File: src/rtl/core/lznm_pkg.sv
`timescale 1ns / 1ps
`default_nettype none

package lznm_pkg;

   // fixed field widths
   localparam int REQ_W    = 2;
   localparam int BYTE_W   = 8;
   localparam int POS_W    = 14;
   localparam int MINLEN_W = 9;
   localparam int STATUS_W = 2;
   localparam int OFFSET_W = 14;
   localparam int CODE_W   = 8;

   // default sizing
   localparam int DEFAULT_BUFFER_DEPTH = 16384;
   localparam int DEFAULT_MAX_MATCH    = 256;

   // request codes
   localparam logic [REQ_W-1:0] REQ_CLEAR  = 2'd0;
   localparam logic [REQ_W-1:0] REQ_APPEND = 2'd1;
   localparam logic [REQ_W-1:0] REQ_QUERY  = 2'd2;

   // status codes
   localparam logic [STATUS_W-1:0] STATUS_OK     = 2'd0;
   localparam logic [STATUS_W-1:0] STATUS_BEYOND = 2'd1;
   localparam logic [STATUS_W-1:0] STATUS_FULL   = 2'd2;

   typedef struct packed {
      logic [REQ_W-1:0]    req_type;
      logic [BYTE_W-1:0]   byte_value;
      logic [POS_W-1:0]    position;
      logic [MINLEN_W-1:0] min_length;
   } req_word_type;

   typedef struct packed {
      logic [STATUS_W-1:0] status;
      logic [BYTE_W-1:0]   literal_value;
      logic                found;
      logic [OFFSET_W-1:0] match_offset;
      logic [CODE_W-1:0]   length_code;
   } rsp_word_type;

   typedef enum logic [2:0] {
      ST_IDLE,
      ST_LITERAL,
      ST_PAIR,
      ST_EXTEND,
      ST_RESULT
   } state_type;

endpackage

`default_nettype wire

File: src/rtl/core/lznm_match_engine.sv
`timescale 1ns / 1ps
`default_nettype none

module lznm_match_engine #(
   parameter int BUFFER_DEPTH = lznm_pkg::DEFAULT_BUFFER_DEPTH,
   parameter int MAX_MATCH    = lznm_pkg::DEFAULT_MAX_MATCH,
   localparam int AW = $clog2(BUFFER_DEPTH)
) (
   input  wire logic                        clock,
   input  wire logic                        reset,
   input  wire logic                        req_valid,
   input  wire lznm_pkg::req_word_type      req_word,
   output logic                             req_stall,
   input  wire logic                        out_free,
   output logic                             res_load,
   output lznm_pkg::rsp_word_type           res_word,
   output logic                             wr_en,
   output logic [AW-1:0]                    wr_addr,
   output logic [lznm_pkg::BYTE_W-1:0]      wr_data,
   output logic [AW-1:0]                    rd_addr_a,
   output logic [AW-1:0]                    rd_addr_b,
   input  wire logic [lznm_pkg::BYTE_W-1:0] rd_data_a,
   input  wire logic [lznm_pkg::BYTE_W-1:0] rd_data_b
);

   localparam int CW = $clog2(BUFFER_DEPTH + 1);
   localparam int LW = $clog2(MAX_MATCH + 1);
   localparam int IW = (CW > lznm_pkg::POS_W) ? CW : lznm_pkg::POS_W;

   lznm_pkg::state_type state_ff, state_in;
   logic [CW-1:0] count_ff, count_in;
   logic [AW-1:0] pos_ff, pos_in;
   logic [AW-1:0] j_ff, j_in;
   logic [LW-1:0] len_ff, len_in;
   logic [LW-1:0] cap_ff, cap_in;
   logic [lznm_pkg::MINLEN_W-1:0] min_ff, min_in;
   logic [lznm_pkg::BYTE_W-1:0] lit_ff, lit_in;
   logic [lznm_pkg::BYTE_W-1:0] b1_ff, b1_in;
   lznm_pkg::rsp_word_type result_ff, result_in;

   logic [CW-1:0] remain;
   logic [LW-1:0] cap_now;
   logic [LW-1:0] len_next;
   logic [LW-1:0] cand_len;
   logic          cand_end;

   // control state
   always_ff @(posedge clock) begin
      if (reset) begin
         state_ff <= lznm_pkg::ST_IDLE;
         count_ff <= '0;
      end else begin
         state_ff <= state_in;
         count_ff <= count_in;
      end
   end

   // query working registers
   always_ff @(posedge clock) begin
      pos_ff    <= pos_in;
      j_ff      <= j_in;
      len_ff    <= len_in;
      cap_ff    <= cap_in;
      min_ff    <= min_in;
      lit_ff    <= lit_in;
      b1_ff     <= b1_in;
      result_ff <= result_in;
   end

   // sequencer: accept, literal fetch, pair scan, extension, result
   always_comb begin
      state_in  = state_ff;
      count_in  = count_ff;
      pos_in    = pos_ff;
      j_in      = j_ff;
      len_in    = len_ff;
      cap_in    = cap_ff;
      min_in    = min_ff;
      lit_in    = lit_ff;
      b1_in     = b1_ff;
      result_in = result_ff;
      req_stall = 1'b1;
      res_load  = 1'b0;
      res_word  = result_ff;
      wr_en     = 1'b0;
      wr_addr   = AW'(count_ff);
      wr_data   = req_word.byte_value;
      rd_addr_a = '0;
      rd_addr_b = '0;
      remain    = count_ff - CW'(pos_ff);
      cap_now   = (remain < CW'(MAX_MATCH)) ? LW'(remain) : LW'(MAX_MATCH);
      len_next  = len_ff + LW'(1);
      cand_len  = '0;
      cand_end  = 1'b0;

      unique case (state_ff)
         lznm_pkg::ST_IDLE: begin
            req_stall = !out_free;
            if (req_valid && out_free) begin
               res_word = '0;
               unique case (req_word.req_type)
                  lznm_pkg::REQ_CLEAR: begin
                     count_in = '0;
                     res_load = 1'b1;
                  end
                  lznm_pkg::REQ_APPEND: begin
                     res_load = 1'b1;
                     if (count_ff == CW'(BUFFER_DEPTH)) begin
                        res_word.status = lznm_pkg::STATUS_FULL;
                     end else begin
                        wr_en    = 1'b1;
                        count_in = count_ff + CW'(1);
                     end
                  end
                  lznm_pkg::REQ_QUERY: begin
                     if (IW'(req_word.position) >= IW'(count_ff)) begin
                        res_load        = 1'b1;
                        res_word.status = lznm_pkg::STATUS_BEYOND;
                     end else begin
                        pos_in    = AW'(req_word.position);
                        min_in    = req_word.min_length;
                        rd_addr_a = AW'(req_word.position);
                        rd_addr_b = AW'(req_word.position) + AW'(1);
                        state_in  = lznm_pkg::ST_LITERAL;
                     end
                  end
                  default: begin
                     res_load = 1'b1;
                  end
               endcase
            end
         end

         lznm_pkg::ST_LITERAL: begin
            lit_in    = rd_data_a;
            b1_in     = rd_data_b;
            cap_in    = cap_now;
            result_in = '0;
            result_in.literal_value = rd_data_a;
            // no pair, no earlier position, or nothing long enough can fit
            if (remain <= CW'(1) || pos_ff == '0 ||
                lznm_pkg::MINLEN_W'(cap_now) <= min_ff) begin
               state_in = lznm_pkg::ST_RESULT;
            end else begin
               j_in      = pos_ff - AW'(1);
               rd_addr_a = pos_ff - AW'(1);
               rd_addr_b = pos_ff;
               state_in  = lznm_pkg::ST_PAIR;
            end
         end

         lznm_pkg::ST_PAIR: begin
            if (rd_data_a == lit_ff && rd_data_b == b1_ff) begin
               len_in = LW'(2);
               if (cap_ff <= LW'(2)) begin
                  cand_end = 1'b1;
                  cand_len = LW'(2);
               end else begin
                  rd_addr_a = pos_ff + AW'(2);
                  rd_addr_b = j_ff + AW'(2);
                  state_in  = lznm_pkg::ST_EXTEND;
               end
            end else begin
               cand_end = 1'b1;
            end
         end

         lznm_pkg::ST_EXTEND: begin
            if (rd_data_a == rd_data_b && len_next < cap_ff) begin
               len_in    = len_next;
               rd_addr_a = pos_ff + AW'(len_next);
               rd_addr_b = j_ff + AW'(len_next);
            end else begin
               cand_end = 1'b1;
               cand_len = (rd_data_a == rd_data_b) ? len_next : len_ff;
            end
         end

         lznm_pkg::ST_RESULT: begin
            res_load = out_free;
            if (out_free) begin
               state_in = lznm_pkg::ST_IDLE;
            end
         end

         default: begin
            state_in = lznm_pkg::ST_IDLE;
         end
      endcase

      // candidate finished: report it, step one position back, or end with no match
      if (cand_end) begin
         result_in = '0;
         result_in.literal_value = lit_ff;
         if (lznm_pkg::MINLEN_W'(cand_len) > min_ff) begin
            result_in.found        = 1'b1;
            result_in.match_offset = lznm_pkg::OFFSET_W'(pos_ff - j_ff);
            result_in.length_code  = lznm_pkg::CODE_W'(cand_len - LW'(1));
            state_in = lznm_pkg::ST_RESULT;
         end else if (j_ff == '0) begin
            state_in = lznm_pkg::ST_RESULT;
         end else begin
            j_in      = j_ff - AW'(1);
            rd_addr_a = j_ff - AW'(1);
            rd_addr_b = j_ff;
            state_in  = lznm_pkg::ST_PAIR;
         end
      end
   end

endmodule

`default_nettype wire

File: config.mk
export PLATFORM = sky130hd
export DESIGN_NAME = lznm_match_engine
export DESIGN_NICKNAME = d
export VERILOG_FILES = /design/src/rtl/core/lznm_pkg.sv /design/src/rtl/core/lznm_match_engine.sv
export SDC_FILE = /design/constraint.sdc
export NUM_CORES = 1
export LEC_CHECK = 0
export BUFFER_PORTS_ARGS = -buffer_cell sky130_fd_sc_hd__buf_2
export CAP_MARGIN = 40
export CORE_MARGIN = 2
export CORE_UTILIZATION = 40
export DETAILED_ROUTE_END_ITERATION = 10
export GPL_TIMING_DRIVEN = 0
export HOLD_SLACK_MARGIN = 0.02
export SYNTH_ARGS = -nofsm -noshare
export SYNTH_HDL_FRONTEND = slang
export SYNTH_SLANG_ARGS = --single-unit
File: constraint.sdc
create_clock -name clock -period 7 [get_ports clock]
set_input_delay 1.4 -clock clock [delete_from_list [all_inputs] [get_ports clock]]
set_output_delay 1.4 -clock clock [all_outputs]
set_load 0.02 [all_outputs]
# ---- Yosys cells after proc, flatten, opt, wreduce, memory -nomap -nowiden
# Cells that the tools add are included.
dict set report op_classes {
  add_sub_neg 12
  mul 0
  n_div 0
  magnitude_cmp 7
  n_eq_ne 20
  shifts 0
  muxes 70
  bitwise 1
  reduce_logical 17
}
# operator count
set ops {}
lappend ops {{$mux W14} 25}
lappend ops {{$pmux W14 S4} 2}
lappend ops {{$mux W33} 2}
lappend ops {{$mux W31} 2}
lappend ops {{$mux W9} 5}
lappend ops {{$pmux W9 S2} 2}
lappend ops {{$mux W3} 10}
lappend ops {{$pmux W15 S2} 1}
lappend ops {{$add A14 B2 Y14 const B} 2}
lappend ops {{$add A14 B9 Y14} 2}
lappend ops {{$logic_not A14 Y1} 2}
lappend ops {{$sub A14 B1 Y14 const B} 2}
lappend ops {{$eq A8 B8 Y1} 3}
lappend ops {{$mux W23} 1}
lappend ops {{$ne A3 B3 Y1 const B} 6}
lappend ops {{$add A15 B1 Y15 const B} 1}
lappend ops {{$eq A15 B15 Y1 const B} 1}
lappend ops {{$ge A14 B15 Y1} 1}
lappend ops {{$le A15 B1 Y1 const B} 1}
lappend ops {{$lt A15 B9 Y1 const B} 1}
lappend ops {{$mux W15} 1}
lappend ops {{$pmux W3 S5} 1}
lappend ops {{$sub A15 B14 Y15} 1}
lappend ops {{$add A14 B1 Y14 const B} 1}
lappend ops {{other kinds (27)} 51}
dict set report word_totals {
  regBits 120
  latch_bits 0
  mem_bits_rw 0
  rom_bits 0
  output_inout_bits 86
  elab_cells 140
  memories 0
}

# ---- Logic depth before layout (Yosys ltp)
# Gate-level depths: netlist (run 1).
dict set report logic_depth {
  word_depth 10
  ltp_mapped 23
}

# ---- Worst setup path before layout (run 1)
# Ideal clock, no wire load.
dict set report synth_path {
  kind {reg2out}
  startpoint {reg len_ff[0]}
  endpoint {out rd_addr_b[2]}
  arrival_time_ps 4984
  t_required_ps 5600
  slack_ps 616
  path_stages_with_launch 22
  path_cell_list {edfxtp_1 nand3_1 nor2_1 and3_1 xor2_1 ha_1 a2111oi_2 nand2b_1 o211a_1 o31ai_2 buf_2 nor2_1 ha_1 or4_1 o21ai_0 a2111oi_0 a211o_1 or2_1 buf_2 buf_6 buf_6 o221ai_1}
}
dict set report synth_via {
  elab_chain_cells 8
  elab_cells_between_ends 15
  classes_between {add/sub (2); order compare (2); mux (10); reduce/logical (1)}
}
# item line_no
set synth_lines {}
lappend synth_lines {{from (decl)} lznm_match_engine.sv:34} ;# logic [LW-1:0] len_ff, len_in;
lappend synth_lines {{from (signal assigned)} lznm_match_engine.sv:62} ;# len_ff <= len_in;
lappend synth_lines {{$add A9 B1 Y9 *} lznm_match_engine.sv:92} ;# len_next = len_ff + LW'(1);
lappend synth_lines {{named net len_next[7]} lznm_match_engine.sv:43} ;# logic [LW-1:0] len_next;
lappend synth_lines {{$lt A9 B9 Y1} lznm_match_engine.sv:169} ;# if (rd_data_a == rd_data_b && len_next < cap_ff) begin
lappend synth_lines {{$logic_and A1 B1 Y1} lznm_match_engine.sv:169}
lappend synth_lines {{$mux W9 / $mux W14 (equally long branches)} lznm_match_engine.sv:169}
lappend synth_lines {{$pmux W9 S2 / $pmux W14 S4 (equally long branches)} lznm_match_engine.sv:96} ;# unique case (state_ff)
lappend synth_lines {{$gt A9 B9 Y1 / $mux W14 (equally long branches)} {lznm_match_engine.sv:195, lznm_match_engine.sv:200}}
lappend synth_lines {{$mux W14} lznm_match_engine.sv:195} ;# if (lznm_pkg::MINLEN_W'(cand_len) > min_ff) begin
lappend synth_lines {{$mux W14 *} lznm_match_engine.sv:192} ;# if (cand_end) begin
lappend synth_lines {{to (decl)} lznm_match_engine.sv:21} ;# output logic [AW-1:0] rd_addr_b,
# The timed path passes the listed nets; every way through them passes the cells marked *.

# ---- Final worst setup path (run 1)
dict set report layout_path {
  startpoint {reg pos_ff[1]}
  endpoint {out rd_addr_a[6]}
}
dict set report layout_via {
  elab_chain_cells 10
  elab_cells_between_ends 19
  classes_between {add/sub (4); order compare (3); mux (9); reduce/logical (3)}
}
# item line_no
set layout_lines {}
lappend layout_lines {{from (decl)} lznm_match_engine.sv:32} ;# logic [AW-1:0] pos_ff, pos_in;
lappend layout_lines {{from (signal assigned)} lznm_match_engine.sv:60} ;# pos_ff <= pos_in;
lappend layout_lines {{$sub A15 B14 Y15 *} lznm_match_engine.sv:90} ;# remain = count_ff - CW'(pos_ff);
lappend layout_lines {{$lt A15 B9 Y1} lznm_match_engine.sv:91} ;# cap_now = (remain < CW'(MAX_MATCH)) ? LW'(remain) : LW'(MAX_MATCH);
lappend layout_lines {{$mux W9 *} lznm_match_engine.sv:91}
lappend layout_lines {{named net cap_now[8]} lznm_match_engine.sv:42} ;# logic [LW-1:0] cap_now;
lappend layout_lines {{$le A9 B9 Y1 *} lznm_match_engine.sv:142} ;# lznm_pkg::MINLEN_W'(cap_now) <= min_ff) begin
lappend layout_lines {{$logic_or A1 B1 Y1 *} lznm_match_engine.sv:141} ;# if (remain <= CW'(1) || pos_ff == '0 ||
lappend layout_lines {{$mux W14 *} lznm_match_engine.sv:141}
lappend layout_lines {{$pmux W14 S4 *} lznm_match_engine.sv:96}
lappend layout_lines {{$mux W14} lznm_match_engine.sv:200} ;# end else if (j_ff == '0) begin
lappend layout_lines {{$mux W14} lznm_match_engine.sv:195}
lappend layout_lines {{$mux W14 *} lznm_match_engine.sv:192}
lappend layout_lines {{to (decl)} lznm_match_engine.sv:20} ;# output logic [AW-1:0] rd_addr_a,
# Marks and branches as above.

==> impl_metrics.env, run 1 <==
export IMPL_setup_ws_ns=-0.0838
export IMPL_path_buf_inv=6
export IMPL_synth_edf_count=88
export IMPL_critPathLaunchType="flop"
export IMPL_start_util_pct=41.0
export IMPL_max_cap_violations=0
export IMPL_n_fill_cell=2557
export IMPL_criticalPathCategory="flop to primary output"
export IMPL_cts_buffer_depth=2
export IMPL_cts_sink_count=120
export IMPL_synth_cell_type_count=88
export IMPL_synth_top_area_share_pct=23.8
export IMPL_htreeDepth=4
export IMPL_power_total_mw=3.85
export IMPL_status="finished, violations left"
export IMPL_synthCells=1280
export IMPL_critPathArrivalTime_ns=5.68
export IMPL_postLayoutCellArea_um2=14200
export IMPL_drc=0
export IMPL_first_iter_violations=1097
export IMPL_hold_violations=0
export IMPL_rsz0062_at_grt="yes"
export IMPL_layout_drive_gt1_share_pct=26.3
export IMPL_crit_fanout=6
export IMPL_reg2reg_to="j_ff[8]$_DFF_P_"
export IMPL_reg2reg_slack_ns=1.36
export IMPL_areaGrowthSynthToFinish_pct=27.7
export IMPL_cellPowerDensity_nw_per_um2=271
export IMPL_synth_area_per_cell_um2=8.68
export IMPL_num_vias=10700
export IMPL_max_stage_delay_ns=0.50
export IMPL_row_count=60
export IMPL_setup_viol=7
export IMPL_clock_latency_ns=0.44
export IMPL_detail_route_wl_per_cell_um=20.2
export IMPL_grt_pass1_vias=9763
export IMPL_slew_limit_headroom_pct=45.4
export IMPL_cts_clk_slew_worst_paths_ns=0.07
export IMPL_num_antenna_cells=0
export IMPL_die_x_um=171
export IMPL_fin_nets=1657
export IMPL_worst_slew_pin_slew_ns=0.815
export IMPL_cp_common_cell="buf_6"
export IMPL_fin_util_pct=52.3
export IMPL_dp_hpwl_um=29100
export IMPL_io_pin_count=139
export IMPL_grt_util_all_layers_pct=25.6
export IMPL_grt_max_degree=33
export IMPL_coreArea_um2=27100
export IMPL_rr_worst_depth=24
export IMPL_violations="negative setup slack"
export IMPL_min_period_ns=7.08
export IMPL_syn_cell_area_um2=11100
export IMPL_place_congestion=0.956
export IMPL_die_h_um=171
export IMPL_holdPathStages=2
export IMPL_async_flop_share_pct=0
export IMPL_synth_area_leader_cell="edfxtp_1"
export IMPL_cpMaxStageDelayCell="edfxtp_1"
export IMPL_syn_nets=1438
export IMPL_cts_buffers=17
export IMPL_cts_hold_buf=0
export IMPL_reg2reg_from="pos_ff[1]$_DFFE_PP_"
export IMPL_port_buffers=130
export IMPL_gr_total_overflow=0
export IMPL_ys_seq_area_share_pct=29.6
export IMPL_path_cells="clkinvlp_4 -> buf_6 -> fa_2 -> a211oi_2 -> nor2_2 -> o41ai_2 -> mux2_4 -> o2111ai_4 -> nor3_4 -> nand3_4 -> buf_6 -> nor3_4 -> ha_1 -> nand4_1 -> nor2_1 -> a41oi_2 -> o31a_1 -> o311a_4 -> o21ai_4 -> buf_8 -> buf_6 -> o211ai_1 -> buf_4"
export IMPL_min_to="result_ff[27]$_DFFE_PP_"
export IMPL_synth_seq_cells=120
export IMPL_root_buffer="clkbuf_16"
export IMPL_fp_dieArea_um2=29100
export IMPL_dr_pass1_iters=6
export IMPL_postRouteAntennaNets=0
export IMPL_synthTopCellsByArea="edfxtp_1 (24%), ha_1 (11%), xnor2_1 (8.1%)"
export IMPL_critPathTopFamily="compound AO/OA/AOI/OAI gates"
export IMPL_cts_tree="built"
export IMPL_fin_crit_sh_pct=101
export IMPL_cp_end_kind="primary output"
export IMPL_antenna_found_initial=0
export IMPL_fmax_ghz=0.141
export IMPL_placed_cell_area_um2=12300
export IMPL_leakagePower_nw=5.78
export IMPL_grt_pass1_wl_um=56300
export IMPL_hp_start="lit_ff[4]$_DFFE_PP_"
export IMPL_drv_slew=0
export IMPL_ys_flop_type="edfxtp_1"
export IMPL_drt_wl_total_um=38100
export IMPL_finalSetupTns_ns=-0.381
export IMPL_fin_skew_ns=0.0110
export IMPL_netlist_top_cells_count="nand2_1 (115), xnor2_1 (103), ha_1 (101)"
export IMPL_hp_class="flop to flop"
export IMPL_yosysMostFrequentCell="nand2_1"
export IMPL_place_ws_ns=-0.941
export IMPL_worstPathRequired_ns=5.60
export IMPL_ir_drop_mv=0.145
export IMPL_vias_per_cell=5.70
export IMPL_ys_warn_count=0
## final cells by class
cell class              count  area, um^2  area share (%)
plain buffers              68         428            3.02
inverters                  84         319            2.25
clock buffers              17         425            3.00
multi-input cells        1000        7680            54.2
flip-flops and latches    120        3280            23.2
well taps                 372         465            3.28
repair buffers            208        1410            9.97
clock inverters            15         158            1.11
## power by group
group	switching [mW]	internal (mW)	leakage, nW	total (mW)
Clock	0.394	0.505	0.283	0.899
Combinational	1.16	0.769	4.41	1.93
Sequential	0.0888	0.935	1.09	1.02
## through the flow
step / hold WS (ns) / instances
final: 0.571 / 1884
after global routing: 0.593 / 1884
after CTS: 0.568 / 1840
after global placement: 0.550 / 1782
after detailed placement: 0.557 / 1786
after floorplan: 0.498 / 1280
## tightest hold or removal path, stage by stage (launching register included)
cell and delay, ns:
edfxtp_1 0.36, nand2_1 0.06, nand2_1 0.06
## repair_timing
item | CTS | global route
endpoints found under the hold margin | 0 | 0
setup endpoints to repair | 28 | 28
resized for setup | 77 | 89
pin swaps | 21 | 44
buffers inserted | 26 | 50
## logic make-up after synthesis
family	count (synthesis)	synth area share, %
fa+ha+maj	105	12.1
simple gates	472	21.7
flops	120	29.6
xor+xnor	131	10.3
compound gates	289	19.4
mux	3	0.282
buf+inv	160	6.68
## layer usage
layer / GRT usage, % / part of all wire (%)
met5: 0 / 0
met3: 3.96 / 8.2
met4: 9.14 / 2.6
met1: 35.1 / 44
met2: 41.0 / 46
## flip-flops by register name, indices dropped and copies added (netlist names)
signal and cells:
state_ff 3, lit_ff 8, j_ff 14, result_ff 31
b1_ff 8, cap_ff 9, pos_ff 14, len_ff 9
min_ff 9, count_ff 15
## layout by cell type, fill, tap and decap left out, types with 17 or more instances in the layout
cell,count
nor2_1,88
o21ai_0,37
a21oi_1,51
buf_6,22
xnor2_1,100
clkbuf_1,19
nand4_1,25
inv_1,78
dfxtp_1,32
nand2_1,114
clkbuf_16,17
nand3_1,40
nor3_1,39
ha_1,92
and2_1,42
and3_1,17
edfxtp_1,88
o211ai_1,30
buf_2,121
buf_4,105
xor2_1,24
## how the worst max path moves through the flow
stage | startpoint | end | slack [ns] | depth (start not counted)
floorplan | len_ff[0]$_SDFFCE_PP0P_ | rd_addr_b[2] | 0.62 | 21
global placement | len_ff[0]$_SDFFCE_PP0P_ | rd_addr_b[5] | -0.88 | 21
detailed placement | len_ff[0]$_SDFFCE_PP0P_ | rd_addr_a[4] | -0.94 | 21
CTS | len_ff[0]$_SDFFCE_PP0P_ | rd_addr_b[3] | 0.0003 | 22
global route | len_ff[0]$_SDFFCE_PP0P_ | rd_addr_a[3] | -0.16 | 23
finish | pos_ff[1]$_DFFE_PP_ | rd_addr_a[6] | -0.08 | 23
(Power assumes the default switching activity.)
==> run 2, diff against run 1 <==
- PLACE_DENSITY: not set -> 0.62
==> impl_metrics.env, run 2 (synthesis gave the netlist of run 1 again) <==
export IMPL_place_congestion=0.984
export IMPL_hp_class="flop to flop"
export IMPL_drc=0
export IMPL_path_buf_inv=4
export IMPL_antenna_found_initial=1
export IMPL_num_vias=10700
export IMPL_drt_wl_total_um=38100
export IMPL_criticalPathCategory="flop to primary output"
export IMPL_place_ws_ns=-0.726
export IMPL_die_h_um=171
export IMPL_root_buffer="clkbuf_16"
export IMPL_io_pin_count=139
export IMPL_cts_buffer_depth=2
export IMPL_most_common_layout_cells="buf_2 (136), nand2_1 (115), xnor2_1 (101)"
export IMPL_cts_tree="built"
export IMPL_gr_total_overflow=0
export IMPL_layout_drive_gt1_share_pct=25.6
export IMPL_critPathLaunchType="flop"
export IMPL_postRouteAntennaNets=0
export IMPL_cellPowerDensity_nw_per_um2=269
export IMPL_grt_pass1_wl_um=57100
export IMPL_setup_ws_ns=0.0466
export IMPL_cpMaxStageDelayCell="or4_1"
export IMPL_setup_viol=0
export IMPL_fin_hold_ws_ns=0.570
export IMPL_placed_cells=1786
export IMPL_status="finished clean"
export IMPL_ir_drop_mv=0.156
export IMPL_row_count=60
export IMPL_drv_slew=0
export IMPL_regMostFlops="result_ff"
export IMPL_clock_latency_ns=0.44
export IMPL_areaGrowthSynthToFinish_pct=26.1
export IMPL_first_iter_violations=1034
export IMPL_grt_util_all_layers_pct=25.8
export IMPL_cp_common_cell="nor2_4"
export IMPL_coreArea_um2=27100
export IMPL_cts_sink_count=120
export IMPL_dp_hpwl_um=29100
export IMPL_n_fill_cell=2491
export IMPL_worst_slew_pin_slew_ns=0.801
export IMPL_worstPathRequired_ns=5.60
export IMPL_port_buffers=130
export IMPL_layout_commonest_cell="buf_2"
export IMPL_fin_nets=1651
export IMPL_path_cells="nand3_4 -> nor2_4 -> and3_4 -> xor2_4 -> ha_4 -> a2111oi_4 -> nand2b_1 -> o211a_4 -> o31ai_4 -> buf_6 -> nor2_4 -> ha_4 -> or4_1 -> o21ai_1 -> a2111oi_2 -> a211o_2 -> buf_4 -> nor2_4 -> clkbuf_4 -> a222oi_1 -> o211ai_1 -> buf_4"
export IMPL_dr_pass1_iters=7
export IMPL_slew_limit_headroom_pct=46.3
export IMPL_fin_skew_ns=0.0145
export IMPL_largest_reg_flops=31
export IMPL_start_util_pct=41.0
export IMPL_htreeDepth=4
export IMPL_detail_route_wl_per_cell_um=20.3
export IMPL_grt_max_degree=33
export IMPL_fmax_ghz=0.144
export IMPL_die_x_um=171
export IMPL_max_stage_delay_ns=0.51
export IMPL_layout_cells_non_filler=1878
export IMPL_grt_pass1_vias=10000
export IMPL_hold_violations=0
export IMPL_fin_crit_sh_pct=99.3
export IMPL_min_period_ns=6.95
export IMPL_cts_clk_slew_worst_paths_ns=0.07
export IMPL_vias_per_cell=5.71
export IMPL_critPathArrivalTime_ns=5.55
export IMPL_fin_util_pct=51.7
export IMPL_cts_buffers=17
export IMPL_critPathTopFamily="compound AO/OA/AOI/OAI gates"
export IMPL_finalSetupTns_ns=0
export IMPL_crit_fanout=10
export IMPL_reg_top3="result_ff (31), count_ff (15)"
export IMPL_num_antenna_cells=0
export IMPL_leakagePower_nw=5.69
export IMPL_cp_end_kind="primary output"
export IMPL_max_cap_violations=0
export IMPL_fp_dieArea_um2=29100
export IMPL_rsz0062_at_grt="yes"
-- run 2: cell count changes in the layout (fill, tap and decap cells not counted), sizes merged --
| cell | change |
|---|---|
| clkbuf | +2 |
| nand3 | +1 |
| buf | -9 |
| clkinv | +2 |
| inv | -1 |
| clkinvlp | -1 |
-- run 2: worst paths after layout --
kind         slack (ns)  cells past startpoint                       end                startpoint
max                0.05                     22              rd_addr_a[4]   len_ff[1]$_SDFFCE_PP1P_
min                0.57                      2  count_ff[0]$_SDFFE_PP0P_  count_ff[0]$_SDFFE_PP0P_
max reg2reg        1.51                     20           j_ff[4]$_DFF_P_       pos_ff[1]$_DFFE_PP_
min reg2reg        0.57                      2  count_ff[0]$_SDFFE_PP0P_  count_ff[0]$_SDFFE_PP0P_
-- run 2: routing by layer --
metal  vias to the layer above  GRT usage, %  part of all wire (%)
li1                       5105             -                     -
met1                      5051          35.0                    43
met2                       493          41.2                    46
met3                        71          5.16                   8.9
met4                         2          8.51                   2.7
met5                         -             0                 0.034
-- run 2: final cells by class --
type                       count  area, um^2  area share (%)
clock inverter                15         155            1.11
clock buffer                  17         425            3.04
inverter                      84         319            2.28
tap                          372         465            3.32
sequential                   120        3280            23.4
buffer                        70         438            3.13
timing repair buffer         199        1250            8.92
multi-input combinational   1001        7670            54.8
-- run 2: where the power goes --
part / internal [mW] / switching [mW]
Clock: 0.503 / 0.396
Sequential: 0.935 / 0.0891
Combinational: 0.707 / 1.13
-- run 2: repair_timing --
item                       4_1_cts  5_1_grt
resized for setup               72       59
buffers inserted                26       39
setup endpoints to repair       28       28
hold endpoints to repair         0        0
hold buffers                     0        0
pin swaps                       14       25
cloned                           0        1
-- run 2: worst min-delay path: cells and delay by family, from the launching register on --
family | cells | cell delay [ns]
flops | 1 | 0.37
simple gates | 1 | 0.11
compound gates | 1 | 0.05
-- run 2: metrics by stage --
step	power (mW)	area, um^2
floorplan	2.19	11100
global placement	2.71	12200
detailed placement	2.73	12300
CTS	3.70	13400
global route	3.96	14000
finish	3.76	14000
==> run 3, diff against run 2 <==
- ABC_AREA: not set -> 1
- BUFFER_PORTS_ARGS: -buffer_cell sky130_fd_sc_hd__buf_2 -> -buffer_cell sky130_fd_sc_hd__clkbuf_2
- PLACE_DENSITY: 0.62 -> 0.61
- SLEW_MARGIN: not set -> 20
==> impl_metrics.env, run 3 <==
export IMPL_synth_area_per_cell_um2=7.20
export IMPL_cts_clk_slew_worst_paths_ns=0.06
export IMPL_crit_start="len_ff[1]$_SDFFCE_PP1P_"
export IMPL_dr_pass1_iters=5
export IMPL_cellPowerDensity_nw_per_um2=244
export IMPL_synth_edf_count=88
export IMPL_async_flop_share_pct=0
export IMPL_critPathArrivalTime_ns=5.33
export IMPL_areaGrowthSynthToFinish_pct=17.1
export IMPL_cts_sink_count=120
export IMPL_drv_slew=0
export IMPL_cts_tree="built"
export IMPL_io_pin_count=139
export IMPL_layout_commonest_cell="nand2_1"
export IMPL_syn_nets=1742
export IMPL_max_stage_delay_ns=0.39
export IMPL_cts_buffer_depth=2
export IMPL_htreeDepth=4
export IMPL_fin_nets=1910
export IMPL_reg_top3="result_ff (31), count_ff (15)"
export IMPL_regMostFlops="result_ff"
export IMPL_worstPathRequired_ns=5.60
export IMPL_netlist_top_cells_count="nand2_1 (342), inv_1 (208), nor2_1 (154)"
export IMPL_ys_flop_type="edfxtp_1"
export IMPL_gr_total_overflow=0
export IMPL_grt_max_degree=33
export IMPL_cts_hold_buf=0
export IMPL_hold_violations=0
export IMPL_synthTopCellsByArea="edfxtp_1 (23%), nand2_1 (11%), ha_1 (11%)"
export IMPL_cp_end_kind="primary output"
export IMPL_hp_start="count_ff[4]$_SDFFE_PP0P_"
export IMPL_die_x_um=173
export IMPL_fin_util_pct=47.8
export IMPL_start_util_pct=40.9
export IMPL_grt_pass1_vias=10400
export IMPL_synthCells=1584
export IMPL_worst_slew_pin_slew_ns=0.855
export IMPL_place_congestion=0.928
export IMPL_row_count=61
export IMPL_synth_seq_cells=120
export IMPL_place_ws_ns=0.0361
export IMPL_port_buffers=130
export IMPL_yosysMostFrequentCell="nand2_1"
export IMPL_grt_pass1_wl_um=56300
export IMPL_fmax_ghz=0.149
export IMPL_cpMaxStageDelayCell="edfxtp_1"
export IMPL_ys_warn_count=0
export IMPL_slew_limit_headroom_pct=42.8
export IMPL_grt_util_all_layers_pct=24.1
export IMPL_fp_dieArea_um2=29900
export IMPL_synth_cell_type_count=54
export IMPL_path_buf_inv=4
export IMPL_synth_area_leader_cell="edfxtp_1"
export IMPL_first_iter_violations=1088
export IMPL_cts_buffers=17
export IMPL_die_h_um=173
export IMPL_fin_skew_ns=0.0119
export IMPL_ys_seq_area_share_pct=28.8
export IMPL_clock_latency_ns=0.44
export IMPL_dp_hpwl_um=29200
export IMPL_coreArea_um2=27900
export IMPL_setup_viol=0
export IMPL_max_cap_violations=0
export IMPL_num_vias=11200
export IMPL_largest_reg_flops=31
export IMPL_drt_wl_total_um=36500
export IMPL_criticalPathCategory="flop to primary output"
export IMPL_drc=0
export IMPL_setup_ws_ns=0.268
export IMPL_leakagePower_nw=6.37
export IMPL_ir_drop_mv=0.147
export IMPL_syn_cell_area_um2=11400
export IMPL_min_period_ns=6.73
export IMPL_detail_route_wl_per_cell_um=17.0
export IMPL_hp_class="flop to flop"
export IMPL_most_common_layout_cells="nand2_1 (340), inv_1 (206), nor2_1 (149)"
export IMPL_postRouteAntennaNets=0
export IMPL_num_antenna_cells=0
export IMPL_finalSetupTns_ns=0
export IMPL_crit_fanout=10
export IMPL_layout_drive_gt1_share_pct=17.7
export IMPL_vias_per_cell=5.23
export IMPL_synth_top_area_share_pct=23.2
export IMPL_fin_crit_sh_pct=96.2
export IMPL_critPathTopFamily="simple AND/OR/NAND/NOR gates"
export IMPL_reg2reg_from="len_ff[1]$_SDFFCE_PP1P_"
export IMPL_status="finished clean"
export IMPL_root_buffer="clkbuf_16"
export IMPL_rsz0062_at_grt="no"
export IMPL_critPathLaunchType="flop"
export IMPL_antenna_found_initial=0
## run 3: cell types whose count changed after synthesis, sizes merged, moves of 61 or more
cell / before / now
nor2: 99 / 173
nand2: 115 / 351
nand3: 44 / 105
inv: 81 / 222
xnor2: 103 / 26
a21oi: 56 / 118
## run 3: worst min-delay path, cell delays in order, from the launching register on
cell and delay [ns]:
dfxtp_1 0.36, nand2_1 0.09, a21oi_1 0.05
## run 3: what timing repair did
| action | in CTS | in global routing |
|---|---|---|
| buffers inserted | 3 | 18 |
| setup endpoints to repair | 28 | 28 |
| resized for setup | 3 | 19 |
| pin swaps | 1 | 2 |
## run 3: worst paths after layout
| path | to | slack (ns) | depth (start not counted) |
|---|---|---|---|
| min reg2reg | count_ff[5]$_SDFFE_PP0P_ | 0.54 | 2 |
| max | rd_addr_b[5] | 0.27 | 27 |
| max reg2reg | result_ff[4]$_SDFFCE_PP0P_ | 2.18 | 26 |
| min | count_ff[5]$_SDFFE_PP0P_ | 0.54 | 2 |
## run 3: power breakdown
group          switching [mW]  total, mW  leakage (nW)  internal (mW)
logic                   0.935       1.37          5.00          0.435
clock network           0.411      0.888         0.281          0.477
registers              0.0879       1.01          1.09          0.919
total                    1.43       3.26          6.37           1.83
## run 3: final cells by class
class,instances,area (um^2)
inverters,227,867
repair buffers,152,831
multi-input cells,1185,7000
clock inverters,15,154
fillers,2885,14600
clock buffers,17,425
well taps,378,473
plain buffers,49,333
flip-flops and latches,120,3280
## run 3: cell families after synthesis
kind of cell | share of synthesized area, %
and+or+nand+nor | 30.3
buffers and inverters | 10.5
AOI/OAI and AO/OA | 11.7
DFF | 28.8
adders and majority gates | 11.8
xor gates and xnor gates | 6.91
## run 3: layer usage
metal	global-route usage, %	wire [um]	vias up
li1	-	-	5620
met1	32.7	16700	5135
met2	39.1	16200	387
met3	3.23	2290	56
met4	8.86	1210	0
met5	0	0	-
## run 3: per-stage QoR
step	hold WS, ns	std cells	power (mW)	cell area [um^2]
finish	0.539	2143	3.26	13400
global route	0.573	2143	3.46	13400
CTS	0.535	2127	3.26	13200
detailed placement	0.524	2093	2.36	12600
global placement	0.521	2092	2.35	12500
floorplan	0.481	1584	1.96	11400
